$ cat config.mk
export PLATFORM = sky130hd
export DESIGN_NAME = utf16be_to_utf8_transcoder_unit
export DESIGN_NICKNAME = d
export VERILOG_FILES = /design/src/rtl/u16u8_pkg.sv /design/src/rtl/u16u8_front.sv /design/src/rtl/u16u8_queue.sv /design/src/rtl/u16u8_back.sv /design/src/rtl/utf16be_to_utf8_transcoder_unit.sv
export SDC_FILE = /design/constraint.sdc
export NUM_CORES = 1
export LEC_CHECK = 0
export BUFFER_PORTS_ARGS = -buffer_cell sky130_fd_sc_hd__buf_2
export CAP_MARGIN = 20
export CORE_ASPECT_RATIO = 0.9
export CORE_UTILIZATION = 60
export DETAILED_ROUTE_END_ITERATION = 12
export PLACE_DENSITY = 0.79
export RECOVER_POWER = 50
export SLEW_MARGIN = 20
export SYNTH_ARGS = -nofsm -noshare
export SYNTH_HDL_FRONTEND = slang
export SYNTH_HIERARCHICAL = 1
export SYNTH_SLANG_ARGS = --single-unit
$ cat constraint.sdc
create_clock -name clk -period 4.8 [get_ports clk]
set_clock_uncertainty 0.15 [all_clocks]
set_input_delay 0.72 -clock clk [delete_from_list [all_inputs] [get_ports clk]]
set_output_delay 0.72 -clock clk [all_outputs]
set_load 0.05 [all_outputs]
$ cat src/rtl/u16u8_pkg.sv
// ----------------------------------------------------------------------------
// u16u8_pkg
// Shared types, constants and UTF-8 encoding helpers for the UTF-16BE to
// UTF-8 transcoder.
// ----------------------------------------------------------------------------
package u16u8_pkg;

	localparam int CP_W    = 21;
	localparam int POS_W   = 3;
	localparam int QDEPTH  = 2;
	localparam int QCNT_W  = 2;

	localparam logic [CP_W-1:0] REP_CHAR  = 21'h00FFFD;
	localparam logic [CP_W-1:0] SUPP_BASE = 21'h010000;
	localparam logic [5:0]      HI_TAG    = 6'b110110;
	localparam logic [5:0]      LO_TAG    = 6'b110111;
	localparam logic [4:0]      SURR_TAG  = 5'b11011;
	localparam logic [POS_W-1:0] REP_LEN  = 3'd3;

	// One unit of work for the back end: an optional replacement character
	// followed by an optional code point.
	typedef struct packed {
		logic            rep;
		logic            has_cp;
		logic [CP_W-1:0] cp;
	} job_t;

	function automatic logic [POS_W-1:0] utf8_len(input logic [CP_W-1:0] cp);
		logic [POS_W-1:0] len;
		if (cp <= 21'h00007F) begin
			len = 3'd1;
		end else if (cp <= 21'h0007FF) begin
			len = 3'd2;
		end else if (cp <= 21'h00FFFF) begin
			len = 3'd3;
		end else begin
			len = 3'd4;
		end
		return len;
	endfunction

	function automatic logic [7:0] utf8_byte(input logic [CP_W-1:0] cp,
	                                         input logic [POS_W-1:0] len,
	                                         input logic [1:0] idx);
		logic [7:0] b;
		b = 8'h00;
		unique case (len)
			3'd1: b = {1'b0, cp[6:0]};
			3'd2: begin
				unique case (idx)
					2'd0:    b = {3'b110, cp[10:6]};
					default: b = {2'b10, cp[5:0]};
				endcase
			end
			3'd3: begin
				unique case (idx)
					2'd0:    b = {4'b1110, cp[15:12]};
					2'd1:    b = {2'b10, cp[11:6]};
					default: b = {2'b10, cp[5:0]};
				endcase
			end
			default: begin
				unique case (idx)
					2'd0:    b = {5'b11110, cp[20:18]};
					2'd1:    b = {2'b10, cp[17:12]};
					2'd2:    b = {2'b10, cp[11:6]};
					default: b = {2'b10, cp[5:0]};
				endcase
			end
		endcase
		return b;
	endfunction

endpackage

$ cat src/rtl/u16u8_front.sv
// ----------------------------------------------------------------------------
// u16u8_front
// Accepts code units, pairs surrogates and turns each transaction into at
// most one job for the byte sequencer.
// ----------------------------------------------------------------------------
module u16u8_front (
	input  logic                 clk,
	input  logic                 arst_n,
	input  logic                 in_valid,
	output logic                 in_ready,
	input  logic [15:0]          code_unit,
	input  logic                 end_of_string,
	input  logic                 q_full,
	output logic                 push,
	output u16u8_pkg::job_t      push_job
);
	import u16u8_pkg::*;

	logic       high_pending_q;
	logic [9:0] high_bits_q;
	logic       accept;
	logic       is_hi;
	logic       is_lo;
	logic       is_surr;
	logic       store_hi;
	logic [CP_W-1:0] plain_cp;
	logic [CP_W-1:0] pair_cp;
	job_t       job;

	assign in_ready = !q_full;
	assign accept   = in_valid && in_ready;

	assign is_hi    = (code_unit[15:10] == HI_TAG);
	assign is_lo    = (code_unit[15:10] == LO_TAG);
	assign is_surr  = (code_unit[15:11] == SURR_TAG);
	assign store_hi = is_hi && !end_of_string;

	assign plain_cp = is_surr ? REP_CHAR : {5'd0, code_unit};
	assign pair_cp  = SUPP_BASE + {1'b0, high_bits_q, code_unit[9:0]};

	always_comb begin
		job.rep    = 1'b0;
		job.has_cp = 1'b0;
		job.cp     = plain_cp;
		if (high_pending_q && is_lo) begin
			job.has_cp = 1'b1;
			job.cp     = pair_cp;
		end else begin
			job.rep    = high_pending_q;
			job.has_cp = !store_hi;
		end
	end

	assign push     = accept && (job.rep || job.has_cp);
	assign push_job = job;

	always_ff @(posedge clk or negedge arst_n) begin
		if (!arst_n) begin
			high_pending_q <= 1'b0;
			high_bits_q    <= '0;
		end else if (accept) begin
			// A completing low surrogate clears the hold; otherwise the hold
			// follows whether this unit is a high surrogate to be stored.
			if (high_pending_q && is_lo) begin
				high_pending_q <= 1'b0;
			end else begin
				high_pending_q <= store_hi;
			end
			if (store_hi && !(high_pending_q && is_lo)) begin
				high_bits_q <= code_unit[9:0];
			end
		end
	end

	assert property (@(posedge clk) disable iff (!arst_n)
		push |-> !q_full)
		else $error("front pushed a job into a full queue");

	assert property (@(posedge clk) disable iff (!arst_n)
		(accept && high_pending_q && is_lo) |=> !high_pending_q)
		else $error("surrogate hold not released after a completed pair");

	assert property (@(posedge clk) disable iff (!arst_n)
		(accept && !push) |=> high_pending_q)
		else $error("transaction without a job did not store a high surrogate");

endmodule

$ cat src/rtl/u16u8_queue.sv
// ----------------------------------------------------------------------------
// u16u8_queue
// Short job queue that decouples the classifier from the byte sequencer.
// ----------------------------------------------------------------------------
module u16u8_queue (
	input  logic                 clk,
	input  logic                 arst_n,
	input  logic                 push,
	input  u16u8_pkg::job_t      push_job,
	output logic                 full,
	input  logic                 pop,
	output logic                 q_valid,
	output u16u8_pkg::job_t      q_job
);
	import u16u8_pkg::*;

	job_t              entry_q [QDEPTH];
	logic              wr_ptr_q;
	logic              rd_ptr_q;
	logic [QCNT_W-1:0] count_q;

	assign full    = (count_q == QCNT_W'(QDEPTH));
	assign q_valid = (count_q != '0);
	assign q_job   = entry_q[rd_ptr_q];

	always_ff @(posedge clk) begin
		if (push) begin
			entry_q[wr_ptr_q] <= push_job;
		end
	end

	always_ff @(posedge clk or negedge arst_n) begin
		if (!arst_n) begin
			wr_ptr_q <= 1'b0;
			rd_ptr_q <= 1'b0;
			count_q  <= '0;
		end else begin
			if (push) begin
				wr_ptr_q <= !wr_ptr_q;
			end
			if (pop) begin
				rd_ptr_q <= !rd_ptr_q;
			end
			unique case ({push, pop})
				2'b10:   count_q <= count_q + 1'b1;
				2'b01:   count_q <= count_q - 1'b1;
				default: count_q <= count_q;
			endcase
		end
	end

	assert property (@(posedge clk) disable iff (!arst_n)
		count_q <= QCNT_W'(QDEPTH))
		else $error("queue occupancy exceeds its depth");

	assert property (@(posedge clk) disable iff (!arst_n)
		pop |-> q_valid)
		else $error("pop from an empty queue");

	assert property (@(posedge clk) disable iff (!arst_n)
		(count_q == '0 || count_q == QCNT_W'(QDEPTH)) |-> (wr_ptr_q == rd_ptr_q))
		else $error("queue pointers disagree with occupancy");

endmodule

$ cat src/rtl/u16u8_back.sv
// ----------------------------------------------------------------------------
// u16u8_back
// Byte sequencer: walks through the UTF-8 bytes of one job, one byte per
// cycle while the output stage can take it, into a registered output stage.
// ----------------------------------------------------------------------------
module u16u8_back (
	input  logic                 clk,
	input  logic                 arst_n,
	input  logic                 q_valid,
	input  u16u8_pkg::job_t      q_job,
	output logic                 pop,
	output logic                 out_valid,
	input  logic                 out_ready,
	output logic [7:0]           out_byte,
	output logic                 last_of_run
);
	import u16u8_pkg::*;

	logic             busy_q;
	job_t             job_q;
	logic [POS_W-1:0] pos_q;
	logic [POS_W-1:0] total_q;
	logic [POS_W-1:0] cp_len_q;
	logic             out_valid_q;
	logic [7:0]       out_byte_q;
	logic             last_q;

	logic             load_out;
	logic             step;
	logic             fin;
	logic [POS_W-1:0] new_len;
	logic [POS_W-1:0] new_total;
	logic             in_rep;
	logic [POS_W-1:0] cp_pos;
	logic [7:0]       next_byte;

	assign load_out = !out_valid_q || out_ready;
	assign step     = busy_q && load_out;
	assign fin      = step && (pos_q == total_q - 1'b1);
	assign pop      = q_valid && (!busy_q || fin);

	assign new_len   = utf8_len(q_job.cp);
	assign new_total = (q_job.rep ? REP_LEN : '0) + (q_job.has_cp ? new_len : '0);

	// The replacement character always comes first within a job.
	assign in_rep = job_q.rep && (pos_q < REP_LEN);
	assign cp_pos = pos_q - (job_q.rep ? REP_LEN : '0);

	always_comb begin
		if (in_rep) begin
			next_byte = utf8_byte(REP_CHAR, REP_LEN, pos_q[1:0]);
		end else begin
			next_byte = utf8_byte(job_q.cp, cp_len_q, cp_pos[1:0]);
		end
	end

	always_ff @(posedge clk) begin
		if (pop) begin
			job_q    <= q_job;
			total_q  <= new_total;
			cp_len_q <= new_len;
		end
		if (step) begin
			out_byte_q <= next_byte;
			last_q     <= fin;
		end
	end

	always_ff @(posedge clk or negedge arst_n) begin
		if (!arst_n) begin
			busy_q      <= 1'b0;
			pos_q       <= '0;
			out_valid_q <= 1'b0;
		end else begin
			if (pop) begin
				busy_q <= 1'b1;
				pos_q  <= '0;
			end else if (fin) begin
				busy_q <= 1'b0;
			end else if (step) begin
				pos_q <= pos_q + 1'b1;
			end
			if (step) begin
				out_valid_q <= 1'b1;
			end else if (out_ready) begin
				out_valid_q <= 1'b0;
			end
		end
	end

	assign out_valid   = out_valid_q;
	assign out_byte    = out_byte_q;
	assign last_of_run = last_q;

	assert property (@(posedge clk) disable iff (!arst_n)
		busy_q |-> (pos_q < total_q))
		else $error("byte position ran past the end of the job");

	assert property (@(posedge clk) disable iff (!arst_n)
		pop |-> (q_job.rep || q_job.has_cp))
		else $error("sequencer loaded an empty job");

	assert property (@(posedge clk) disable iff (!arst_n)
		(step && !fin) |=> busy_q)
		else $error("sequencer went idle in the middle of a job");

endmodule

$ cat src/rtl/utf16be_to_utf8_transcoder_unit.sv
// ----------------------------------------------------------------------------
// utf16be_to_utf8_transcoder_unit
// UTF-16BE code units in, UTF-8 bytes out, with surrogate pairing and
// U+FFFD substitution for unpaired surrogates.
// ----------------------------------------------------------------------------
// Input channel (in_valid/in_ready) carries one code unit and an end-of-string
// flag per transaction. Output channel (out_valid/out_ready) carries one UTF-8
// byte per transaction; last_of_run marks the final byte caused by one input.
// A high surrogate is held inside the block and produces no output until the
// next unit arrives; with end_of_string set it yields U+FFFD at once.
// The classifier turns each input into at most one job in a two-entry queue;
// the byte sequencer reads jobs and emits one byte per cycle while out_ready allows.
// The first byte of an input passes the queue entry, the sequencer's job
// register and the output register. An input gives one to six bytes (none
// for a stored high surrogate); the byte sequencer sets the output rate.
// Input is accepted while the queue has room, also while an output byte waits.
// When the receiver stalls, the output register holds, the queue fills and
// in_ready falls. Reset clears the held surrogate, the queue and the output.
// ----------------------------------------------------------------------------
module utf16be_to_utf8_transcoder_unit (
	input  logic        clk,
	input  logic        arst_n,
	input  logic        in_valid,
	output logic        in_ready,
	input  logic [15:0] code_unit,
	input  logic        end_of_string,
	output logic        out_valid,
	input  logic        out_ready,
	output logic [7:0]  out_byte,
	output logic        last_of_run
);
	import u16u8_pkg::*;

	logic q_full;
	logic push;
	job_t push_job;
	logic pop;
	logic q_valid;
	job_t q_job;

	u16u8_front u_front (
		.clk           (clk),
		.arst_n        (arst_n),
		.in_valid      (in_valid),
		.in_ready      (in_ready),
		.code_unit     (code_unit),
		.end_of_string (end_of_string),
		.q_full        (q_full),
		.push          (push),
		.push_job      (push_job)
	);

	u16u8_queue u_queue (
		.clk      (clk),
		.arst_n   (arst_n),
		.push     (push),
		.push_job (push_job),
		.full     (q_full),
		.pop      (pop),
		.q_valid  (q_valid),
		.q_job    (q_job)
	);

	u16u8_back u_back (
		.clk         (clk),
		.arst_n      (arst_n),
		.q_valid     (q_valid),
		.q_job       (q_job),
		.pop         (pop),
		.out_valid   (out_valid),
		.out_ready   (out_ready),
		.out_byte    (out_byte),
		.last_of_run (last_of_run)
	);

endmodule

After elaboration in Yosys (flattened, before gate mapping):

Memory sizes are Yosys's and may differ from the RTL's.
Index checks and enable logic that the tools add are counted.

* bits in registers: 57
* RAM bits: 46
* bits in read-only memories: 0
* memories: 1
* latch bits: 0
* output and inout bits: 11
* input port bits: 21

Memories
* u_queue.entry_q: depth 2, bits a word 23, rd ports 1, clocked after memory_dff 0, wr ports 1, line u16u8_queue.sv:17 `job_t entry_q [QDEPTH];`

* $lt $le $gt $ge: 4
* reductions and logical operators: 29
* add/sub/neg operators: 7
* bitwise gates (word level): 0
* muxes and demuxes: 27
* shifts and indexed selects: 0
* divide/modulo/power cells: 0
* $mul: 0
* equal/unequal tests: 14

Operator list (number)
* case mux 7 bit (2 select lines): 2
* case mux 8 bit (3 select lines): 1
* adder 17 x 20 -> 21 bit (first input constant): 1
* less-or-equal comparator 21 x 11 -> 1 bit (second input constant): 1
* less-or-equal comparator 21 x 16 -> 1 bit (second input constant): 1
* less-or-equal comparator 21 x 7 -> 1 bit (second input constant): 1
* two-way mux 21 bit: 1
* two-way mux 3 bit: 7
* case mux 7 bit (3 select lines): 1
* two-way mux 16 bit: 1
* equality test 6 bit (second input constant): 2
* nonzero test 2 bit: 5
* logical AND 1 bit: 9
* two-way mux 1 bit: 9
* logical NOT 1 bit: 8
* two-way mux 8 bit: 1
* two-way mux 7 bit: 1
* equality test 2 x 1 -> 1 bit (second input constant): 3
* equality test 2 bit (second input constant): 3
* equality test 3 x 2 -> 1 bit (second input constant): 2
* equality test 5 bit (second input constant): 1
* logical NOT 2 bit: 2
* two-way mux 2 bit: 2
* case mux 2 bit (2 select lines): 1
* 12 further kinds: 15

Longest topological paths before layout:

* depth after elaboration: 8
* gate-level depth with buffers: 11
* mapped depth without buffers: 10

Cells and area by module:

Netlist, hierarchy kept.

By module, submodules not included
* u16u8_back: area each 2270.9 um2, seq. area each 1236.2 um2, cells an instance 201, instances 1
* u16u8_queue: area each 1949.4 um2, seq. area each 1481.4 um2, cells an instance 88, instances 1
* u16u8_front: area each 734.5 um2, seq. area each 275.3 um2, cells an instance 67, instances 1

Least setup slack after synthesis:

Ideal clock, no wire load.

* kind: register -> register
* start point: register u_back.total_q[0]
* end point: register u_queue.count_q[1]
* data required time: 4571 ps
* buffers on the path: 0
* stages on the path, launching flop included: 10
* arrival time: 2645 ps
* slack: 1926 ps
* path through: edfxtp_1 > inv_1 > ha_1 > xnor3_1 > nand3_1 > o21ai_0 > and2_1 > ha_1 > nor2_1 > xor2_1

* word-level cells in the longest chain between the ends: 7
* elaborated cells on any way between the ends: 9
* those cells by class: add/sub (1); eq/ne (3); mux (1); reduce/logical (4)

Ends and longest elaborated chain
* start, declared: line u16u8_back.sv:22 `logic [POS_W-1:0] total_q;`
* start signal, assigned: line u16u8_back.sv:60 `total_q <= new_total;`
* subtractor 3 x 1 -> 3 bit *: line u16u8_back.sv:39 `assign fin = step && (pos_q == total_q - 1'b1);`
* equality test 3 bit *: line u16u8_back.sv:39
* logical AND 1 bit *: line u16u8_back.sv:39
* logical OR 1 bit *: line u16u8_back.sv:40 `assign pop = q_valid && (!busy_q || fin);`
* logical AND 1 bit *: line u16u8_back.sv:40
* via pop: line utf16be_to_utf8_transcoder_unit.sv:37 `logic pop;`
* equality test 2 x 1 -> 1 bit or equality test 2 bit (tied branches): line u16u8_queue.sv:44 `unique case ({push, pop})`
* case mux 2 bit (2 select lines) or nonzero test 2 bit (tied branches)
* end signal, assigned: line u16u8_queue.sv:45 `2'b10: count_q <= count_q + 1'b1;`
* end signal, assigned: line u16u8_queue.sv:46 `2'b01: count_q <= count_q - 1'b1;`
* end signal, assigned: line u16u8_queue.sv:47 `default: count_q <= count_q;`
* end, declared: line u16u8_queue.sv:20 `logic [QCNT_W-1:0] count_q;`

Mark *: on every way through the listed nets, which the timed path passes. The rest lies on a longest branch.
A chain may end at the register's enable or synchronous reset.

==> out/qor.csv <==
stage,metric,value,unit
sta,rsz0062_at_grt,false,
clocking,cts_resized,0,
cells_and_area,mostFrequentLayoutCells,"edfxtp_1, nor2_1, nand2_1, dfrtp_1",
global_route,antenna_found_initial,0,
critical_path,endpoint,u_back/total_q[2],
detailed_routing,drtPass1Iterations,9,
place,port_buffers,31,
detailed_routing,vias_per_cell,5.68,
clocking,clock_sinks,103,
status,status,"complete, but fails checks",
synthesis,synth_cell_types,53,
critical_path,crit_family,flip-flops,
synthesis,ys_ff_latch,103,
detailed_routing,drc_errors,10,
global_route,gr-usage-all-layers,0.211,
cells_and_area,post-route-util,0.658,
synthesis,synthArstFlopShare,0.194,
clocking,cts_tree,built,
floorplan,initial_core_util,0.617,
synthesis,synth_edf_count,83,
global_route,grt_pass1_wl,13700,µm
critical_path,worstPathCellList,buf_4 > mux2_4 > nor2_1 > nand2_1 > a31oi_1 > and2_1 > ha_1 > inv_1 > fa_1 > xor2_1,
critical_path,crit_buf_inv,2,
floorplan,die_w,97.8,µm
cells_and_area,fillers,605,
critical_path,max_stage_delay,0.83,ns
synthesis,postSynthAreaPerCell,13.9,µm²
run,cap_violations,0,
clocking,ctsLongestPathBuffers,2,
place,dpl.hpwl,5910,µm
status,violations,DRC,
clocking,cts-root-buf,clkbuf_8,
sta,slew-limit-headroom,0.172,
synthesis,yosysTopAreaCell,edfxtp_1,
critical_path,crit_cells,10,
pwr,p_leak,2.03,nW
critical_path,slowest_stage,dfrtp_1,
critical_path,critPathKind,reg2reg,
critical_path,crit_fanout,18,
synthesis,yosysSeqAreaShare,0.604,
synthesis,synth_flop_cell,edfxtp_1,
floorplan,rows,31,
critical_path,critPathRequiredTime,4.77,ns
global_route,grt_pass1_vias,2730,
cells_and_area,fin_nets,419,
synthesis,synth_top_area_frac,0.503,
pwr,ir_worst_vdd,0.270,mV
cells_and_area,diodes,0,
critical_path,r2r_end,u_back/total_q[2],
floorplan,core,0.00803,mm²
sta,finalSetupTns,0,ns
clocking,hold_buffers,0,
clocking,htree_num_levels,3,
clocking,clkLatencyLatePin,0.36,ns
cells_and_area,drive_above_1_share,0.160,
clocking,path_clk_slew,0.09,ns
sta,hold_viol,0,
detailed_routing,finalWirelength,8390,µm
critical_path,start_kind,flip-flop,
sta,max_freq,0.310,GHz
detailed_routing,routed-via-count,2795,
cells_and_area,design_area,0.00529,mm²
critical_path,reg2reg_from,u_queue/rd_ptr_q,
critical_path,crit_arrival,3.20,ns
clocking,cts_setup_buffers,0,
place,post_dp_cell_area,0.00515,mm²
hold_path,hold_class,reg2reg,
critical_path,cp-startpoint,u_queue/rd_ptr_q,
sta,period_needed,3.23,ns
floorplan,die_area,0.00863,mm²
cells_and_area,layout_commonest_cell,edfxtp_1,
sta,drv_slew,0,
pwr,total_power,3.23,mW
global_route,grt_max_degree,31,
cells_and_area,regArea,0.00299,mm²
clocking,cts_buffers,9,
sta,fin_crit_sh,0.672,
detailed_routing,detail_route.wl_per_cell,17.1,µm
pwr,powerDensity,610,mW/mm²
synthesis,synth_cells,356,
synthesis,yosysWarnings,6,
global_route,overflow,0,
hold_path,min_from,u_queue/wr_ptr_q,
critical_path,r2r.worst_path.cells,10,
critical_path,ff2ff_setup_slack,1.57,ns
detailed_routing,drtIter0Drc,196,
detailed_routing,final_antenna_net_count,0,
place,gp_routability_congestion,0.844,
synthesis,synth_nets,387,
sta,worst_slew_pin_slew,1.24,ns
critical_path,endpoint_kind,flip-flop,
synthesis,yosys-top-cells-area,"edfxtp_1, dfrtp_1, mux2_4",
sta,setup_viol,0,
cells_and_area,syn_to_final_growth,6.69,%
floorplan,die_y,88.2,µm
cells_and_area,multi_input_area,0.00172,mm²
synthesis,synthesis.area,0.00495,mm²
floorplan,ios,32,
stage by stage:
stage,hold WS (ns),setup slack (ns),cells
3_3_place_gp,0.314,1.62,476
3_5_place_dp,0.330,1.47,476
2_1_floorplan,0.274,1.93,356
4_1_cts,0.161,1.42,492
5_1_grt,0.381,1.36,492
6_report,0.350,1.57,492
cell families after synthesis:
group,Yosys count,share of synthesized area
AOI/OAI and AO/OA,57,0.0765
xor gates and xnor gates,13,0.0285
adders and majority gates,10,0.0268
buffers and inverters,28,0.0328
DFF,103,0.604
muxes,44,0.122
and+or+nand+nor,101,0.109
synth_stat cells (2+ instances only):
cell and n:
ha_1 9, mux2_2 10, nand2b_1 14, and2_1 5, and2b_1 2, nor2b_1 6, a211oi_1 2, o211ai_1 5
or2_2 2, o21ai_0 17, a22oi_1 4, inv_1 15, xnor3_1 2, a21oi_1 8, nand2_1 24, xor2_1 7
edfxtp_1 83, buf_6 3, mux2_4 28, mux2i_1 5, dfrtp_1 20, xnor2_1 4, nand3_1 10, buf_12 2
o21a_1 4, nor2_1 24, clkbuf_1 6, nor3_1 3, buf_2 2, or3_1 2, a31oi_1 5, a22o_1 2
routing by layer:
layer | routed length, µm | GRT usage | vias up
met1 | 3940 | 0.276 | 1363
met3 | 303 | 0.0498 | 4
met5 | 0 | 0 | -
met2 | 4100 | 0.357 | 57
met4 | 51 | 0.0634 | 0
li1 | - | - | 1371
layout make-up:
type / count / area share
multi-input combinational: 225 / 0.326
clock buffer: 10 / 0.0260
tap: 99 / 0.0234
timing repair buffer: 34 / 0.0305
clock inverter: 6 / 0.0170
inverter: 15 / 0.0107
sequential: 103 / 0.566
worst min path at each step:
stage                          to  slack [ns]  cells past startpoint
6_report         u_queue/wr_ptr_q        0.35                      1
5_1_grt        u_queue/count_q[1]        0.38                      1
4_1_cts          u_queue/wr_ptr_q        0.16                      1
3_5_place_dp     u_queue/wr_ptr_q        0.33                      1
3_3_place_gp   u_queue/count_q[1]        0.31                      1
2_1_floorplan       u_back/busy_q        0.27                      0
state kept, by name, summed over array words and instances, names as in the netlist:
register                count
u_back/busy_q               1
u_back/cp_len_q             3
u_back/job_q               22
u_back/last_of_run          1
u_back/out_byte             8
u_back/out_valid            1
u_back/pos_q                3
u_back/total_q              3
u_front/high_bits_q        10
u_front/high_pending_q      1
u_queue/count_q             2
u_queue/entry_q            46
u_queue/rd_ptr_q            1
u_queue/wr_ptr_q            1
power breakdown:
group	switching, mW	total, mW	leakage, nW	internal (mW)
Combinational	0.710	1.18	0.896	0.465
Sequential	0.160	1.44	1.02	1.28
Clock	0.296	0.608	0.119	0.312
Total	1.17	3.23	2.03	2.06
No activity file was read; power rests on OpenSTA's default activity.
